==> config.mk <==
export PLATFORM = sky130hd
export DESIGN_NAME = hybla_congestion_window_update
export DESIGN_NICKNAME = d
export VERILOG_FILES = /design/src/sv/hcwu_pkg.sv /design/src/sv/hcwu_mul.sv /design/src/sv/hcwu_div.sv /design/src/sv/hybla_congestion_window_update.sv
export SDC_FILE = /design/constraint.sdc
export NUM_CORES = 2
export LEC_CHECK = 0
export BUFFER_PORTS_ARGS = -buffer_cell sky130_fd_sc_hd__buf_2
export CAP_MARGIN = 20
export CORE_MARGIN = 5
export CORE_UTILIZATION = 65
export CTS_CLUSTER_SIZE = 16
export DETAILED_ROUTE_END_ITERATION = 8
export GPL_TIMING_DRIVEN = 0
export PLACE_DENSITY = 0.93
export SETUP_SLACK_MARGIN = 0.1
export SYNTH_ARGS = -nofsm -noshare
export SYNTH_HDL_FRONTEND = slang
export SYNTH_SLANG_ARGS = --single-unit
==> constraint.sdc <==
create_clock -name clk -period 10.33 [get_ports clk]
set_input_delay 3.099 -clock clk [delete_from_list [all_inputs] [get_ports clk]]
set_output_delay 3.099 -clock clk [all_outputs]
set_load 0.005 [all_outputs]
==> src/sv/hcwu_pkg.sv <==
package hcwu_pkg;

	// Field and register widths
	localparam int unsigned RTT_W   = 16;
	localparam int unsigned WIN_W   = 32;
	localparam int unsigned RHO_W   = 16;
	localparam int unsigned CFG_W   = 16;
	localparam int unsigned CFG_IDX_W = 1;

	// Shared unit widths
	localparam int unsigned MUL_W   = 32;
	localparam int unsigned PROD_W  = 2 * MUL_W;
	localparam int unsigned DIV_W   = 32;
	localparam int unsigned STEP_W  = 6;

	// Fixed-point constants
	localparam int unsigned FRAC_W  = 30;
	localparam logic [RHO_W-1:0] RHO_ONE   = 16'd256;
	localparam logic [CFG_W-1:0] REF_RESET = 16'd50;
	localparam logic [CFG_W-1:0] SEG_RESET = 16'd536;
	localparam logic [30:0] ONE_Q30  = 31'd1073741824;
	localparam logic [63:0] HALF_Q30 = 64'd536870912;
	localparam logic [WIN_W-1:0] WIN_MAX = '1;

	// Divider step counts
	localparam logic [STEP_W-1:0] RHO_STEPS = 6'd24;
	localparam logic [STEP_W-1:0] CA_STEPS  = 6'd32;

	// Configuration register indexes
	localparam logic [CFG_IDX_W-1:0] CFG_REF = 1'b0;
	localparam logic [CFG_IDX_W-1:0] CFG_SEG = 1'b1;

	typedef enum logic [1:0] {
		ACT_ACK  = 2'd0,
		ACT_LOAD = 2'd1,
		ACT_INIT = 2'd2,
		ACT_NONE = 2'd3
	} action_t;

	typedef enum logic [4:0] {
		ST_IDLE,
		ST_RHO_DIV,
		ST_RHO_WAIT,
		ST_BRANCH,
		ST_SS_FRAC,
		ST_SS_ACC,
		ST_SS_T,
		ST_SS_M1,
		ST_SS_M2,
		ST_SS_M3,
		ST_CA_M1,
		ST_CA_M2,
		ST_CA_M3,
		ST_CA_CHK,
		ST_CA_WAIT,
		ST_FINISH,
		ST_DONE
	} state_t;

	typedef struct packed {
		logic             en;
		logic [MUL_W-1:0] a;
		logic [MUL_W-1:0] b;
	} mul_req_t;

	typedef struct packed {
		logic              start;
		logic [DIV_W-1:0]  rem_init;
		logic [DIV_W-1:0]  dividend;
		logic [DIV_W-1:0]  divisor;
		logic [STEP_W-1:0] steps;
	} div_req_t;

	// 2^(2^b/256) in Q30
	function automatic logic [MUL_W-1:0] frac_const(input logic [2:0] b);
		logic [MUL_W-1:0] c;
		unique case (b)
			3'd0: c = 32'd1076653033;
			3'd1: c = 32'd1079572136;
			3'd2: c = 32'd1085434106;
			3'd3: c = 32'd1097253708;
			3'd4: c = 32'd1121280436;
			3'd5: c = 32'd1170923762;
			3'd6: c = 32'd1276901417;
			3'd7: c = 32'd1518500250;
			default: c = 32'd1073741824;
		endcase
		return c;
	endfunction

endpackage

==> src/sv/hcwu_mul.sv <==
module hcwu_mul (
	input  logic                          clk,
	input  hcwu_pkg::mul_req_t            req,
	output logic [hcwu_pkg::PROD_W-1:0]   prod
);

	logic [hcwu_pkg::PROD_W-1:0] prod_q;

	// Registered 32x32 product
	always_ff @(posedge clk) begin
		if (req.en) begin
			prod_q <= {32'b0, req.a} * {32'b0, req.b};
		end
	end

	assign prod = prod_q;

endmodule

==> src/sv/hcwu_div.sv <==
module hcwu_div (
	input  logic                         clk,
	input  logic                         arst_n,
	input  hcwu_pkg::div_req_t           req,
	output logic                         busy,
	output logic [hcwu_pkg::DIV_W-1:0]   quot
);

	logic [hcwu_pkg::DIV_W-1:0]  rem_q;
	logic [hcwu_pkg::DIV_W-1:0]  dvd_q;
	logic [hcwu_pkg::DIV_W-1:0]  dvs_q;
	logic [hcwu_pkg::DIV_W-1:0]  quot_q;
	logic [hcwu_pkg::STEP_W-1:0] cnt_q;
	logic                        busy_q;

	logic [hcwu_pkg::DIV_W:0]    rem_sh;
	logic                        ge;
	logic [hcwu_pkg::DIV_W:0]    rem_sub;

	// One restoring step: shift in the next dividend bit, subtract if it fits
	always_comb begin
		rem_sh  = {rem_q, dvd_q[hcwu_pkg::DIV_W-1]};
		ge      = rem_sh >= {1'b0, dvs_q};
		rem_sub = rem_sh - {1'b0, dvs_q};
	end

	// Control
	always_ff @(posedge clk or negedge arst_n) begin
		if (!arst_n) begin
			busy_q <= 1'b0;
			cnt_q  <= '0;
		end else if (req.start) begin
			busy_q <= 1'b1;
			cnt_q  <= req.steps;
		end else if (busy_q) begin
			cnt_q <= cnt_q - 1'b1;
			if (cnt_q == 6'd1) begin
				busy_q <= 1'b0;
			end
		end
	end

	// Data path
	always_ff @(posedge clk) begin
		if (req.start) begin
			rem_q  <= req.rem_init;
			dvd_q  <= req.dividend;
			dvs_q  <= req.divisor;
			quot_q <= '0;
		end else if (busy_q) begin
			rem_q  <= ge ? rem_sub[hcwu_pkg::DIV_W-1:0] : rem_sh[hcwu_pkg::DIV_W-1:0];
			dvd_q  <= {dvd_q[hcwu_pkg::DIV_W-2:0], 1'b0};
			quot_q <= {quot_q[hcwu_pkg::DIV_W-2:0], ge};
		end
	end

	assign busy = busy_q;
	assign quot = quot_q;

	// Partial remainder stays below the divisor for the whole run
	a_rem_bound: assert property (@(posedge clk) disable iff (!arst_n)
		busy_q |-> rem_q < dvs_q)
		else $error("divider remainder out of range");

	// A running divider never has a zero step count
	a_run_len: assert property (@(posedge clk) disable iff (!arst_n)
		busy_q |-> cnt_q != 6'd0)
		else $error("divider running with zero count");

endmodule

==> src/sv/hybla_congestion_window_update.sv <==
// Hybla congestion window update. Takes one event request at a time (ACK,
// load of window and threshold, or initialise) and returns one result with
// the new window, rho in Q8.8 and the slow start flag. Work runs through a
// small sequencer around one registered 32x32 multiplier and one radix-2
// divider. Load, unused and plain initialise events go straight to the
// result. An ACK in slow start takes an extra step per set fraction bit
// of rho, or skips the power steps when the increment saturates or the
// segment size is zero. In congestion avoidance it runs the divider,
// unless that quotient would overflow. A rho recompute (an ACK with a
// new lowest nonzero RTT, or an initialise with a nonzero RTT) runs the
// divider first. A full output register held off by the result side
// holds the sequencer in its last state. The input is stalled while
// an event is in progress; a finished result sits in an output register so
// the next request can be taken while it waits.
module hybla_congestion_window_update (
	input  logic                                  clk,
	input  logic                                  arst_n,

	input  logic                                  cfg_valid,
	output logic                                  cfg_ready,
	input  logic [hcwu_pkg::CFG_IDX_W-1:0]        cfg_index,
	input  logic [hcwu_pkg::CFG_W-1:0]            cfg_data,

	input  logic                                  in_valid,
	output logic                                  in_stall,
	input  logic [1:0]                            action,
	input  logic [hcwu_pkg::RTT_W-1:0]            last_rtt_ms,
	input  logic [hcwu_pkg::RTT_W-1:0]            rtt_estimate_ms,
	input  logic [hcwu_pkg::WIN_W-1:0]            window_value,
	input  logic [hcwu_pkg::WIN_W-1:0]            threshold_value,

	output logic                                  out_valid,
	input  logic                                  out_stall,
	output logic [hcwu_pkg::WIN_W-1:0]            window_bytes,
	output logic [hcwu_pkg::RHO_W-1:0]            rho_q8_8,
	output logic                                  in_slow_start
);

	hcwu_pkg::state_t state_q, state_d;

	logic [hcwu_pkg::CFG_W-1:0] ref_q;
	logic [hcwu_pkg::CFG_W-1:0] seg_q;
	logic [hcwu_pkg::WIN_W-1:0] window_q;
	logic [hcwu_pkg::WIN_W-1:0] threshold_q;
	logic [hcwu_pkg::RTT_W-1:0] least_q;
	logic [hcwu_pkg::RHO_W-1:0] rho_q;

	hcwu_pkg::action_t          act_q;
	logic [hcwu_pkg::RTT_W-1:0] last_q;
	logic                       slow_q;
	logic [30:0]                p_q;
	logic [2:0]                 bit_q;
	logic [61:0]                t_q;
	logic [47:0]                acc_q;
	logic [hcwu_pkg::WIN_W-1:0] inc_q;

	logic                       out_valid_q;
	logic [hcwu_pkg::WIN_W-1:0] window_bytes_q;
	logic [hcwu_pkg::RHO_W-1:0] rho_out_q;
	logic                       slow_out_q;

	hcwu_pkg::mul_req_t         mul_req;
	logic [hcwu_pkg::PROD_W-1:0] prod;
	hcwu_pkg::div_req_t         div_req;
	logic                       div_busy;
	logic [hcwu_pkg::DIV_W-1:0] quot;

	logic                       in_acc;
	logic                       out_free;
	hcwu_pkg::action_t          act_in;
	logic [hcwu_pkg::RTT_W-1:0] rtt_sel;
	logic                       rtt_lower;
	logic                       slow_cond;
	logic                       frac_set;
	logic [47:0]                ca_num;
	logic [hcwu_pkg::WIN_W-1:0] ca_div;
	logic                       ca_sat;
	logic [hcwu_pkg::CFG_W-1:0] ref_eff;
	logic [hcwu_pkg::RHO_W-1:0] rho_new;
	logic [63:0]                p_rnd;
	logic [61:0]                t_new;
	logic [48:0]                ss_sum;
	logic [hcwu_pkg::WIN_W:0]   win_sum;
	logic [hcwu_pkg::WIN_W-1:0] win_sat;
	logic [hcwu_pkg::WIN_W-1:0] win_new;

	hcwu_mul u_mul (
		.clk  (clk),
		.req  (mul_req),
		.prod (prod)
	);

	hcwu_div u_div (
		.clk    (clk),
		.arst_n (arst_n),
		.req    (div_req),
		.busy   (div_busy),
		.quot   (quot)
	);

	assign cfg_ready = 1'b1;
	assign in_acc    = in_valid && !in_stall;
	assign out_free  = !out_valid_q || !out_stall;
	assign act_in    = hcwu_pkg::action_t'(action);

	// Shared decode and arithmetic
	always_comb begin
		rtt_sel   = (last_rtt_ms != '0) ? last_rtt_ms : rtt_estimate_ms;
		rtt_lower = rtt_sel < least_q;
		slow_cond = window_q < threshold_q;
		frac_set  = rho_q[bit_q];
		ref_eff   = (ref_q == '0) ? 16'd1 : ref_q;

		// rho clamp to [1.0, 255.99]
		if (quot[23:16] != '0) begin
			rho_new = '1;
		end else if (quot[15:0] < hcwu_pkg::RHO_ONE) begin
			rho_new = hcwu_pkg::RHO_ONE;
		end else begin
			rho_new = quot[15:0];
		end

		p_rnd = prod + hcwu_pkg::HALF_Q30;
		t_new = ({31'b0, p_q} << rho_q[12:8]) - {31'b0, hcwu_pkg::ONE_Q30};
		ss_sum = {1'b0, acc_q} + {33'b0, prod[45:30]};

		ca_num = prod[63:16];
		ca_div = (window_q == '0) ? 32'd1 : window_q;
		ca_sat = {16'b0, ca_num[47:32]} >= ca_div;

		win_sum = {1'b0, window_q} + {1'b0, inc_q};
		win_sat = win_sum[hcwu_pkg::WIN_W] ? hcwu_pkg::WIN_MAX : win_sum[hcwu_pkg::WIN_W-1:0];
		win_new = (slow_q && (win_sat > threshold_q)) ? threshold_q : win_sat;
	end

	// Next state
	always_comb begin
		state_d = state_q;
		unique case (state_q)
			hcwu_pkg::ST_IDLE: begin
				if (in_acc) begin
					unique case (act_in)
						hcwu_pkg::ACT_ACK: begin
							state_d = (rtt_lower && (last_rtt_ms != '0)) ?
								hcwu_pkg::ST_RHO_DIV : hcwu_pkg::ST_BRANCH;
						end
						hcwu_pkg::ACT_INIT: begin
							state_d = (last_rtt_ms != '0) ?
								hcwu_pkg::ST_RHO_DIV : hcwu_pkg::ST_DONE;
						end
						default: state_d = hcwu_pkg::ST_DONE;
					endcase
				end
			end
			hcwu_pkg::ST_RHO_DIV: state_d = hcwu_pkg::ST_RHO_WAIT;
			hcwu_pkg::ST_RHO_WAIT: begin
				if (!div_busy) begin
					state_d = (act_q == hcwu_pkg::ACT_ACK) ?
						hcwu_pkg::ST_BRANCH : hcwu_pkg::ST_DONE;
				end
			end
			hcwu_pkg::ST_BRANCH: begin
				priority if (!slow_cond) begin
					state_d = hcwu_pkg::ST_CA_M1;
				end else if ((seg_q == '0) || (rho_q[15:13] != '0)) begin
					state_d = hcwu_pkg::ST_FINISH;
				end else begin
					state_d = hcwu_pkg::ST_SS_FRAC;
				end
			end
			hcwu_pkg::ST_SS_FRAC: begin
				if (frac_set) begin
					state_d = hcwu_pkg::ST_SS_ACC;
				end else if (bit_q == 3'd7) begin
					state_d = hcwu_pkg::ST_SS_T;
				end
			end
			hcwu_pkg::ST_SS_ACC: begin
				state_d = (bit_q == 3'd7) ? hcwu_pkg::ST_SS_T : hcwu_pkg::ST_SS_FRAC;
			end
			hcwu_pkg::ST_SS_T:  state_d = hcwu_pkg::ST_SS_M1;
			hcwu_pkg::ST_SS_M1: state_d = hcwu_pkg::ST_SS_M2;
			hcwu_pkg::ST_SS_M2: state_d = hcwu_pkg::ST_SS_M3;
			hcwu_pkg::ST_SS_M3: state_d = hcwu_pkg::ST_FINISH;
			hcwu_pkg::ST_CA_M1: state_d = hcwu_pkg::ST_CA_M2;
			hcwu_pkg::ST_CA_M2: state_d = hcwu_pkg::ST_CA_M3;
			hcwu_pkg::ST_CA_M3: state_d = hcwu_pkg::ST_CA_CHK;
			hcwu_pkg::ST_CA_CHK: begin
				state_d = ca_sat ? hcwu_pkg::ST_FINISH : hcwu_pkg::ST_CA_WAIT;
			end
			hcwu_pkg::ST_CA_WAIT: begin
				if (!div_busy) begin
					state_d = hcwu_pkg::ST_FINISH;
				end
			end
			hcwu_pkg::ST_FINISH: state_d = hcwu_pkg::ST_DONE;
			hcwu_pkg::ST_DONE: begin
				if (out_free) begin
					state_d = hcwu_pkg::ST_IDLE;
				end
			end
			default: state_d = hcwu_pkg::ST_IDLE;
		endcase
	end

	// Sequencer outputs: stall and shared unit requests
	always_comb begin
		in_stall         = (state_q != hcwu_pkg::ST_IDLE);
		mul_req          = '0;
		div_req          = '0;
		unique case (state_q)
			hcwu_pkg::ST_RHO_DIV: begin
				div_req.start    = 1'b1;
				div_req.rem_init = '0;
				div_req.dividend = {last_q, 16'b0};
				div_req.divisor  = {16'b0, ref_eff};
				div_req.steps    = hcwu_pkg::RHO_STEPS;
			end
			hcwu_pkg::ST_SS_FRAC: begin
				mul_req.en = frac_set;
				mul_req.a  = {1'b0, p_q};
				mul_req.b  = hcwu_pkg::frac_const(bit_q);
			end
			hcwu_pkg::ST_SS_M1: begin
				mul_req.en = 1'b1;
				mul_req.a  = t_q[61:30];
				mul_req.b  = {16'b0, seg_q};
			end
			hcwu_pkg::ST_SS_M2: begin
				mul_req.en = 1'b1;
				mul_req.a  = {2'b0, t_q[29:0]};
				mul_req.b  = {16'b0, seg_q};
			end
			hcwu_pkg::ST_CA_M1: begin
				mul_req.en = 1'b1;
				mul_req.a  = {16'b0, rho_q};
				mul_req.b  = {16'b0, rho_q};
			end
			hcwu_pkg::ST_CA_M2: begin
				mul_req.en = 1'b1;
				mul_req.a  = {16'b0, seg_q};
				mul_req.b  = {16'b0, seg_q};
			end
			hcwu_pkg::ST_CA_M3: begin
				mul_req.en = 1'b1;
				mul_req.a  = acc_q[31:0];
				mul_req.b  = prod[31:0];
			end
			hcwu_pkg::ST_CA_CHK: begin
				div_req.start    = !ca_sat;
				div_req.rem_init = {16'b0, ca_num[47:32]};
				div_req.dividend = ca_num[31:0];
				div_req.divisor  = ca_div;
				div_req.steps    = hcwu_pkg::CA_STEPS;
			end
			default: begin
			end
		endcase
	end

	// State register
	always_ff @(posedge clk or negedge arst_n) begin
		if (!arst_n) begin
			state_q <= hcwu_pkg::ST_IDLE;
		end else begin
			state_q <= state_d;
		end
	end

	// Configuration registers
	always_ff @(posedge clk or negedge arst_n) begin
		if (!arst_n) begin
			ref_q <= hcwu_pkg::REF_RESET;
			seg_q <= hcwu_pkg::SEG_RESET;
		end else if (cfg_valid && cfg_ready) begin
			unique case (cfg_index)
				hcwu_pkg::CFG_REF: ref_q <= cfg_data;
				hcwu_pkg::CFG_SEG: seg_q <= cfg_data;
				default: begin
				end
			endcase
		end
	end

	// Congestion state
	always_ff @(posedge clk or negedge arst_n) begin
		if (!arst_n) begin
			window_q    <= '0;
			threshold_q <= '1;
			least_q     <= '1;
			rho_q       <= hcwu_pkg::RHO_ONE;
			slow_q      <= 1'b0;
		end else begin
			unique case (state_q)
				hcwu_pkg::ST_IDLE: begin
					if (in_acc) begin
						slow_q <= 1'b0;
						unique case (act_in)
							hcwu_pkg::ACT_ACK: begin
								if (rtt_lower) begin
									least_q <= rtt_sel;
								end
							end
							hcwu_pkg::ACT_LOAD: begin
								window_q    <= window_value;
								threshold_q <= threshold_value;
							end
							hcwu_pkg::ACT_INIT: begin
								least_q  <= rtt_estimate_ms;
								window_q <= window_value;
							end
							default: begin
							end
						endcase
					end
				end
				hcwu_pkg::ST_RHO_WAIT: begin
					if (!div_busy) begin
						rho_q <= rho_new;
					end
				end
				hcwu_pkg::ST_BRANCH: slow_q <= slow_cond;
				hcwu_pkg::ST_FINISH: window_q <= win_new;
				default: begin
				end
			endcase
		end
	end

	// Working registers of one event
	always_ff @(posedge clk) begin
		unique case (state_q)
			hcwu_pkg::ST_IDLE: begin
				if (in_acc) begin
					act_q  <= act_in;
					last_q <= last_rtt_ms;
				end
			end
			hcwu_pkg::ST_BRANCH: begin
				p_q   <= hcwu_pkg::ONE_Q30;
				bit_q <= '0;
				if (seg_q == '0) begin
					inc_q <= '0;
				end else begin
					inc_q <= hcwu_pkg::WIN_MAX;
				end
			end
			hcwu_pkg::ST_SS_FRAC: begin
				if (!frac_set && (bit_q != 3'd7)) begin
					bit_q <= bit_q + 3'd1;
				end
			end
			hcwu_pkg::ST_SS_ACC: begin
				p_q <= p_rnd[60:30];
				if (bit_q != 3'd7) begin
					bit_q <= bit_q + 3'd1;
				end
			end
			hcwu_pkg::ST_SS_T:  t_q <= t_new;
			hcwu_pkg::ST_SS_M2: acc_q <= prod[47:0];
			hcwu_pkg::ST_SS_M3: begin
				inc_q <= (ss_sum[48:32] != '0) ? hcwu_pkg::WIN_MAX : ss_sum[31:0];
			end
			hcwu_pkg::ST_CA_M2: acc_q <= prod[47:0];
			hcwu_pkg::ST_CA_CHK: begin
				if (ca_sat) begin
					inc_q <= hcwu_pkg::WIN_MAX;
				end
			end
			hcwu_pkg::ST_CA_WAIT: begin
				if (!div_busy) begin
					inc_q <= quot;
				end
			end
			default: begin
			end
		endcase
	end

	// Output register
	always_ff @(posedge clk or negedge arst_n) begin
		if (!arst_n) begin
			out_valid_q <= 1'b0;
		end else if ((state_q == hcwu_pkg::ST_DONE) && out_free) begin
			out_valid_q <= 1'b1;
		end else if (!out_stall) begin
			out_valid_q <= 1'b0;
		end
	end

	always_ff @(posedge clk) begin
		if ((state_q == hcwu_pkg::ST_DONE) && out_free) begin
			window_bytes_q <= window_q;
			rho_out_q      <= rho_q;
			slow_out_q     <= slow_q;
		end
	end

	assign out_valid     = out_valid_q;
	assign window_bytes  = window_bytes_q;
	assign rho_q8_8      = rho_out_q;
	assign in_slow_start = slow_out_q;

	// Slow start never leaves the window above the threshold
	a_ss_clamp: assert property (@(posedge clk) disable iff (!arst_n)
		(state_q == hcwu_pkg::ST_FINISH && slow_q) |=> window_q <= threshold_q)
		else $error("slow start window above threshold");

	// rho never drops below 1.0
	a_rho_min: assert property (@(posedge clk) disable iff (!arst_n)
		rho_q >= hcwu_pkg::RHO_ONE)
		else $error("rho below one");

	// An accepted ACK keeps the input stalled on the next cycle
	a_ack_busy: assert property (@(posedge clk) disable iff (!arst_n)
		(in_acc && act_in == hcwu_pkg::ACT_ACK) |=> in_stall)
		else $error("ACK did not occupy the sequencer");

	// The slow start flag is only reported for an ACK
	a_slow_ack: assert property (@(posedge clk) disable iff (!arst_n)
		(state_q == hcwu_pkg::ST_DONE && slow_q) |-> act_q == hcwu_pkg::ACT_ACK)
		else $error("slow start flag on a non-ACK event");

endmodule

* Word level (Yosys, flattened, before mapping) *
Memory sizes are Yosys's and may differ from the RTL's. A register that Yosys moved wholly into a read port is not among the register bits.
Cells that the tools add are included.

storage, ports and cells
  output and inout port bits = 52
  word-level logic and storage cells = 175
  memories kept = 1
  register bits = 577
  bits of input ports = 120
  memory bits (read-only) = 224

memory list
  memory           words  bits a word  rd ports  clocked after Yosys merged registers in  wr ports  RTL line        RTL
  (no name shown)  8      28           1         1                                        0         hcwu_pkg.sv:77  unique case (b)

operators by class
  muxes and demuxes = 55
  shift operators = 1
  magnitude comparators = 7
  reductions and logical operators = 43
  $mul = 1
  equal/unequal tests = 32
  bitwise gates (word level) = 2
  $add $sub $neg = 7

operators by type and width
  kind                                                                   number
  32-bit 2-to-1 mux                                                      14
  65-bit one-hot mux with 6 select lines                                 1
  103-bit one-hot mux with 2 select lines                                1
  32-bit one-hot mux with 4 select lines                                 1
  5-bit one-hot mux with 17 select lines                                 1
  16-bit 2-to-1 mux                                                      5
  32-bit by 32-bit multiplier with 64-bit output                         1
  32-bit one-hot mux with 2 select lines                                 1
  31-bit one-hot mux with 2 select lines                                 1
  31-bit by 5-bit left shift with 62-bit output                          1
  62-bit by 31-bit subtractor with 62-bit output, second input constant  1
  61-bit by 30-bit adder with 61-bit output, second input constant       1
  48-bit by 16-bit adder with 49-bit output                              1
  5-bit by 4-bit == test with 1-bit output, second input constant        8
  5-bit 2-to-1 mux                                                       8
  32-bit by 32-bit adder with 33-bit output                              1
  33-bit by 32-bit >= comparator with 1-bit output                       1
  16-bit by 32-bit >= comparator with 1-bit output                       1
  32-bit greater-than comparator                                         1
  16-bit zero test                                                       2
  32-bit zero test                                                       1
  32-bit < comparator                                                    1
  16-bit one-hot mux with 2 select lines                                 1
  32-bit subtractor                                                      1
  other kinds (43)                                                       92

* Longest topological paths before layout *
  depth in word-level cells = 8
  mapped depth = 39
  gate-level depth less buffers = 34

* Hierarchy *
From an unflattened synthesis, not the netlist that was laid out.

unflattened totals
  cells, all modules = 7188
  area total of the unflattened synthesis = 69887.0 um^2

modules (own cells, without submodules)
  module                          area each (um^2)  times used  seq. area each (um^2)  cells each
  hcwu_mul                        35522.8           1           1921.8                 3834
  hybla_congestion_window_update  26963.4           1           11284.6                2675
  hcwu_div                        7400.8            1           3698.5                 679

* Least setup slack after synthesis *
Ideal clock, no wire load.

  kind = flip-flop to flip-flop
  from = register state_q[0]
  to = register u_mul.prod_q (netlist bit u_mul.prod[51]) (data pin)
  arrival = 9.134 ns
  buffers on the path = 6
  library setup time = 0.260 ns
  clock period less this slack = 9.394 ns
  slack = 0.936 ns
  cell stages (with the launch flop) = 36
  required time = 10.070 ns
  cell sequence = dfrtp_1 -> clkbuf_1 -> nor2b_1 -> and3_1 -> clkbuf_1 -> or3_1 -> clkbuf_1 -> clkbuf_1 -> a221oi_1 -> clkbuf_1 -> nor2_1 -> fa_1 -> fa_1 -> fa_1 -> inv_1 -> fa_1 -> inv_1 -> fa_1 -> inv_1 -> fa_1 -> inv_1 -> fa_1 -> inv_1 -> fa_1 -> inv_1 -> ha_1 -> clkbuf_1 -> nand2_1 -> or4_1 -> o211a_1 -> o21bai_1 -> and3_1 -> nor4b_1 -> o41a_1 -> o221ai_1 -> xnor2_1

on the way
  longest elaborated chain between the ends = 3
  elaborated cells between the ends (all ways) = 8
  classes of those cells = mul: 1; eq/ne: 6; mux: 1

ends and longest elaborated chain
  element                                                                                               RTL line                               RTL
  from (decl)                                                                                           hybla_congestion_window_update.sv:39   hcwu_pkg::state_t state_q, state_d;
  from (signal assigned)                                                                                hybla_congestion_window_update.sv:264  state_q <= hcwu_pkg::ST_IDLE;
  from (signal assigned)                                                                                hybla_congestion_window_update.sv:266  state_q <= state_d;
  5-bit by 4-bit == test with 1-bit output or 5-bit by 3-bit == test with 1-bit output (tied branches)  hybla_congestion_window_update.sv:211  unique case (state_q)
  65-bit one-hot mux with 6 select lines *                                                              hybla_congestion_window_update.sv:211
  32-bit by 32-bit multiplier with 64-bit output *                                                      hcwu_mul.sv:12                         prod_q <= {32'b0, req.a} * {32'b0, req.b};
  to (signal assigned)                                                                                  hcwu_mul.sv:12
  to (decl)                                                                                             hcwu_mul.sv:7                          logic [hcwu_pkg::PROD_W-1:0] prod_q;

Mark *: on every way between the ends. The rest lies on a longest branch, timed or not.
A chain may end at the register's enable or synchronous reset.

* Final worst setup path *
  from = register state_q[2]
  to = register u_mul.prod_q (netlist bit u_mul.prod[63]) (data pin)

Same word-level chain as after synthesis.

==> flow_summary.toml <==
[clocking]
numCtsBuffers = 61
htreeDepth = 2
cts_root_buf = "clkbuf_16"
clkTransAtPathRegs_ns = 0.06
clock-sinks = 604
clk_path_buf_depth = 3
worstSkewPairLatency_ns = 0.67
cts_tree = "yes"

[timing]
fin_ws_ns = -0.0794
tns_ns = -0.155
hold_viol_final = 0
setup_viol = 4
min_period_ns = 10.41
slew_headroom_pct = -14.7
fin_skew_ns = 0.0373
slew_viol_final = 4
timing.fmax_mhz = 96.1
worst_pin_slew_ns = 1.72
rsz0062_at_grt = "false"
fin_crit_sh_pct = 101

[routing]
first_pass_iters = 9
vias = 60000
wire_per_inst_um = 30.5
ant_nets = 0
drt_iter0_markers = 9037
wl_um = 268000
viasPerCell = 6.84
post-route-drc-count = 0

[logic_synthesis]
ys_seq_area_share_pct = 25.3
muxShareOfSynthArea_pct = 4.37
synthTopCellsByCount = "inv_1, fa_1, nand2_1, nor2_1, ha_1"
syn_area_mm2 = 0.0669
synth-edff-count = 403
netlist.area_leader.share_pct = 26.9
synth_area_leader_cell = "fa_1"
yosys.area_share.xor_xnor_pct = 2.45
synth-main-ff-cell = "edfxtp_1"
synth_cell_types = 93
synthTopCellsByArea = "fa_1, edfxtp_1, ha_1"
yosysWarnings = 0
synth_adder_area_share_pct = 35.4
async_flop_share_pct = 23.5
synth-simple-area-share_pct = 14.1
synth_compound_area_share_pct = 10.4
avgSynthCellArea_um2 = 9.50
synth_fp_nets = 8507
ys_seq_elements = 604
synth_top_family_by_area = "adder cells"
syn_inst = 7034
yosysMostFrequentCell = "inv_1"

[floorplanning]
row_count = 117
die_h_um = 331
dieArea_mm2 = 0.109
num_io_pins = 172
coreArea_mm2 = 0.102
die_w_um = 331
start_util_pct = 65.5

[critical_path]
cp_max_fo = 10
slowest_delay_ns = 0.60
crit_required_ns = 10.72
critPathSlowestCell = "a221oi_2"
critical_path.most_common_cell = "fa_1"
crit_type = "reg2reg"
end_kind = "flop"
start_kind = "flop"
cp.arrival_ns = 10.80

[power_and_ir_drop]
p_per_area_mw_per_mm2 = 267
ir_drop_uv = 203
finalPower_mw = 19.8
power_leakage_nw = 33.8

[run]
max_cap_violations = 0

[global_route]
antenna_found_initial = 23
grt_pass1_wl_um = 385000
grt_pass1_vias = 59900
track_usage_pct = 48.6
gr-total-overflow = 0
grt_max_degree = 74

[place]
placed_area_mm2 = 0.0700
dp_hpwl_um = 214000
io_buffers = 170
pre_cts_ws_ns = -3.53
gp_congestion = 1.14

[final_layout]
drive_gt1_share_pct = 12.2
layout.nets = 8806
postLayoutCellArea_mm2 = 0.0740
utilization_pct = 72.5
area_growth_syn_to_layout_pct = 10.7

[status]
violations = "slew limit, setup timing"
outcome = "complete, but fails checks"

[worst_hold_path]
hold_path.class = "reg2reg"
-- worst max-delay path, delay by kind of cell, from the launching register on --
kind	cells	cell delay, ns
fa+ha+maj	9	4.53
simple gates	6	1.45
compound gates	8	2.11
flops	1	0.34
buf+inv	7	1.52
xor+xnor	1	0.17
-- layout by cell type, fill, tap and decap left out, types with 23 or more instances in the layout --
cell type	synthesis	routed
nor2b_1	38	37
and3_1	56	49
clkbuf_1	301	123
dfrtp_1	87	85
o21ai_0	214	210
edfxtp_1	403	403
dfstp_2	55	55
mux2_2	88	88
clkbuf_16	0	68
mux2i_1	108	108
mux4_2	37	37
o22ai_1	28	28
inv_1	1069	1069
nand2_1	869	865
and2_1	44	44
clkbuf_4	0	54
nand3_1	84	68
o21bai_1	24	23
nor2_1	829	818
nand4_1	52	52
nand2b_1	34	32
ha_1	454	452
a22o_1	32	26
xnor2_1	100	98
dfxtp_1	59	59
nor4_1	34	32
o21a_1	27	27
a21o_1	117	117
a21oi_1	237	222
fa_1	899	896
clkbuf_2	0	71
xor2_1	87	87
clkbuf_8	0	28
buf_4	1	79
a22oi_1	91	75
buf_2	7	188
a221o_1	57	44
nor3_1	75	71
-- kinds of logic (layout without fill, tap and decap cells) --
kind of cell / Yosys count / count (layout)
adders and majority gates: 1353 / 1353
other: 1 / 22
DFF: 604 / 604
buffers and inverters: 1417 / 1768
and+or+nand+nor: 2205 / 2205
AOI/OAI and AO/OA: 1033 / 1033
xor gates and xnor gates: 187 / 187
muxes: 234 / 234
-- area by class of cell --
cell class | count | area (µm²)
Tap cell | 1368 | 1710
Fill cell | 7199 | 28000
Inverter | 1073 | 4030
Multi-Input combinational cell | 5013 | 45600
Antenna cell | 21 | 52.6
Clock buffer | 90 | 1860
Buffer | 323 | 1940
Timing Repair Buffer | 257 | 1750
Clock inverter | 25 | 208
Sequential cell | 604 | 16900
-- layer usage --
metal / share of wire (%) / up-vias / track usage, %
met4: 10 / 28 / 36.0
met1: 32 / 28700 / 57.9
met5: 0.25 / - / 4.04
met3: 18 / 1675 / 24.8
li1: - / 23800 / -
met2: 39 / 5810 / 67.1
-- final timing paths --
check                                 from             end  slack (ns)  cells after the start
worst max-delay path            state_q[2]  u_mul.prod[63]       -0.08                     31
worst min-delay path                slow_q   in_slow_start        0.46                      0
worst max register to register  state_q[2]  u_mul.prod[63]       -0.08                     31
worst min register to register      slow_q   in_slow_start        0.46                      0
max in group asynchronous           arst_n  threshold_q[2]        6.93                      2
min in group asynchronous           arst_n       out_valid        2.47                      1
-- stage by stage --
| step | hold slack [ns] | std cells |
|---|---|---|
| floorplan | 0.420 | 7034 |
| global placement | 0.433 | 8572 |
| detailed placement | 0.445 | 8602 |
| CTS | 0.459 | 8728 |
| global route | 0.472 | 8757 |
| finish | 0.458 | 8774 |
-- registers in the layout, summed over array words and instances, names as in the netlist, 31 cells and up, named ones only --
signal,flops
u_div.rem_q,32
u_div.dvs_q,32
p_q,31
inc_q,32
t_q,62
u_mul.prod,64
window_bytes,32
threshold_q,32
u_div.dvd_q,32
u_div.quot,32
window_q,32
acc_q,48
-- where the power goes --
group | leakage (nW) | total (mW) | switching (mW) | internal, mW
combinational | 26.9 | 12.4 | 8.25 | 4.15
sequential | 5.85 | 5.07 | 1.29 | 3.78
clock | 1.03 | 2.33 | 1.03 | 1.30
-- timing repair --
item                                    4_1_cts  5_1_grt
endpoints found under the setup margin       51       23
gates resized for setup                     401      167
hold buffers                                  0        0
pin swaps                                    23       22
setup buffers                                27       27
(Power assumes the default switching activity.)
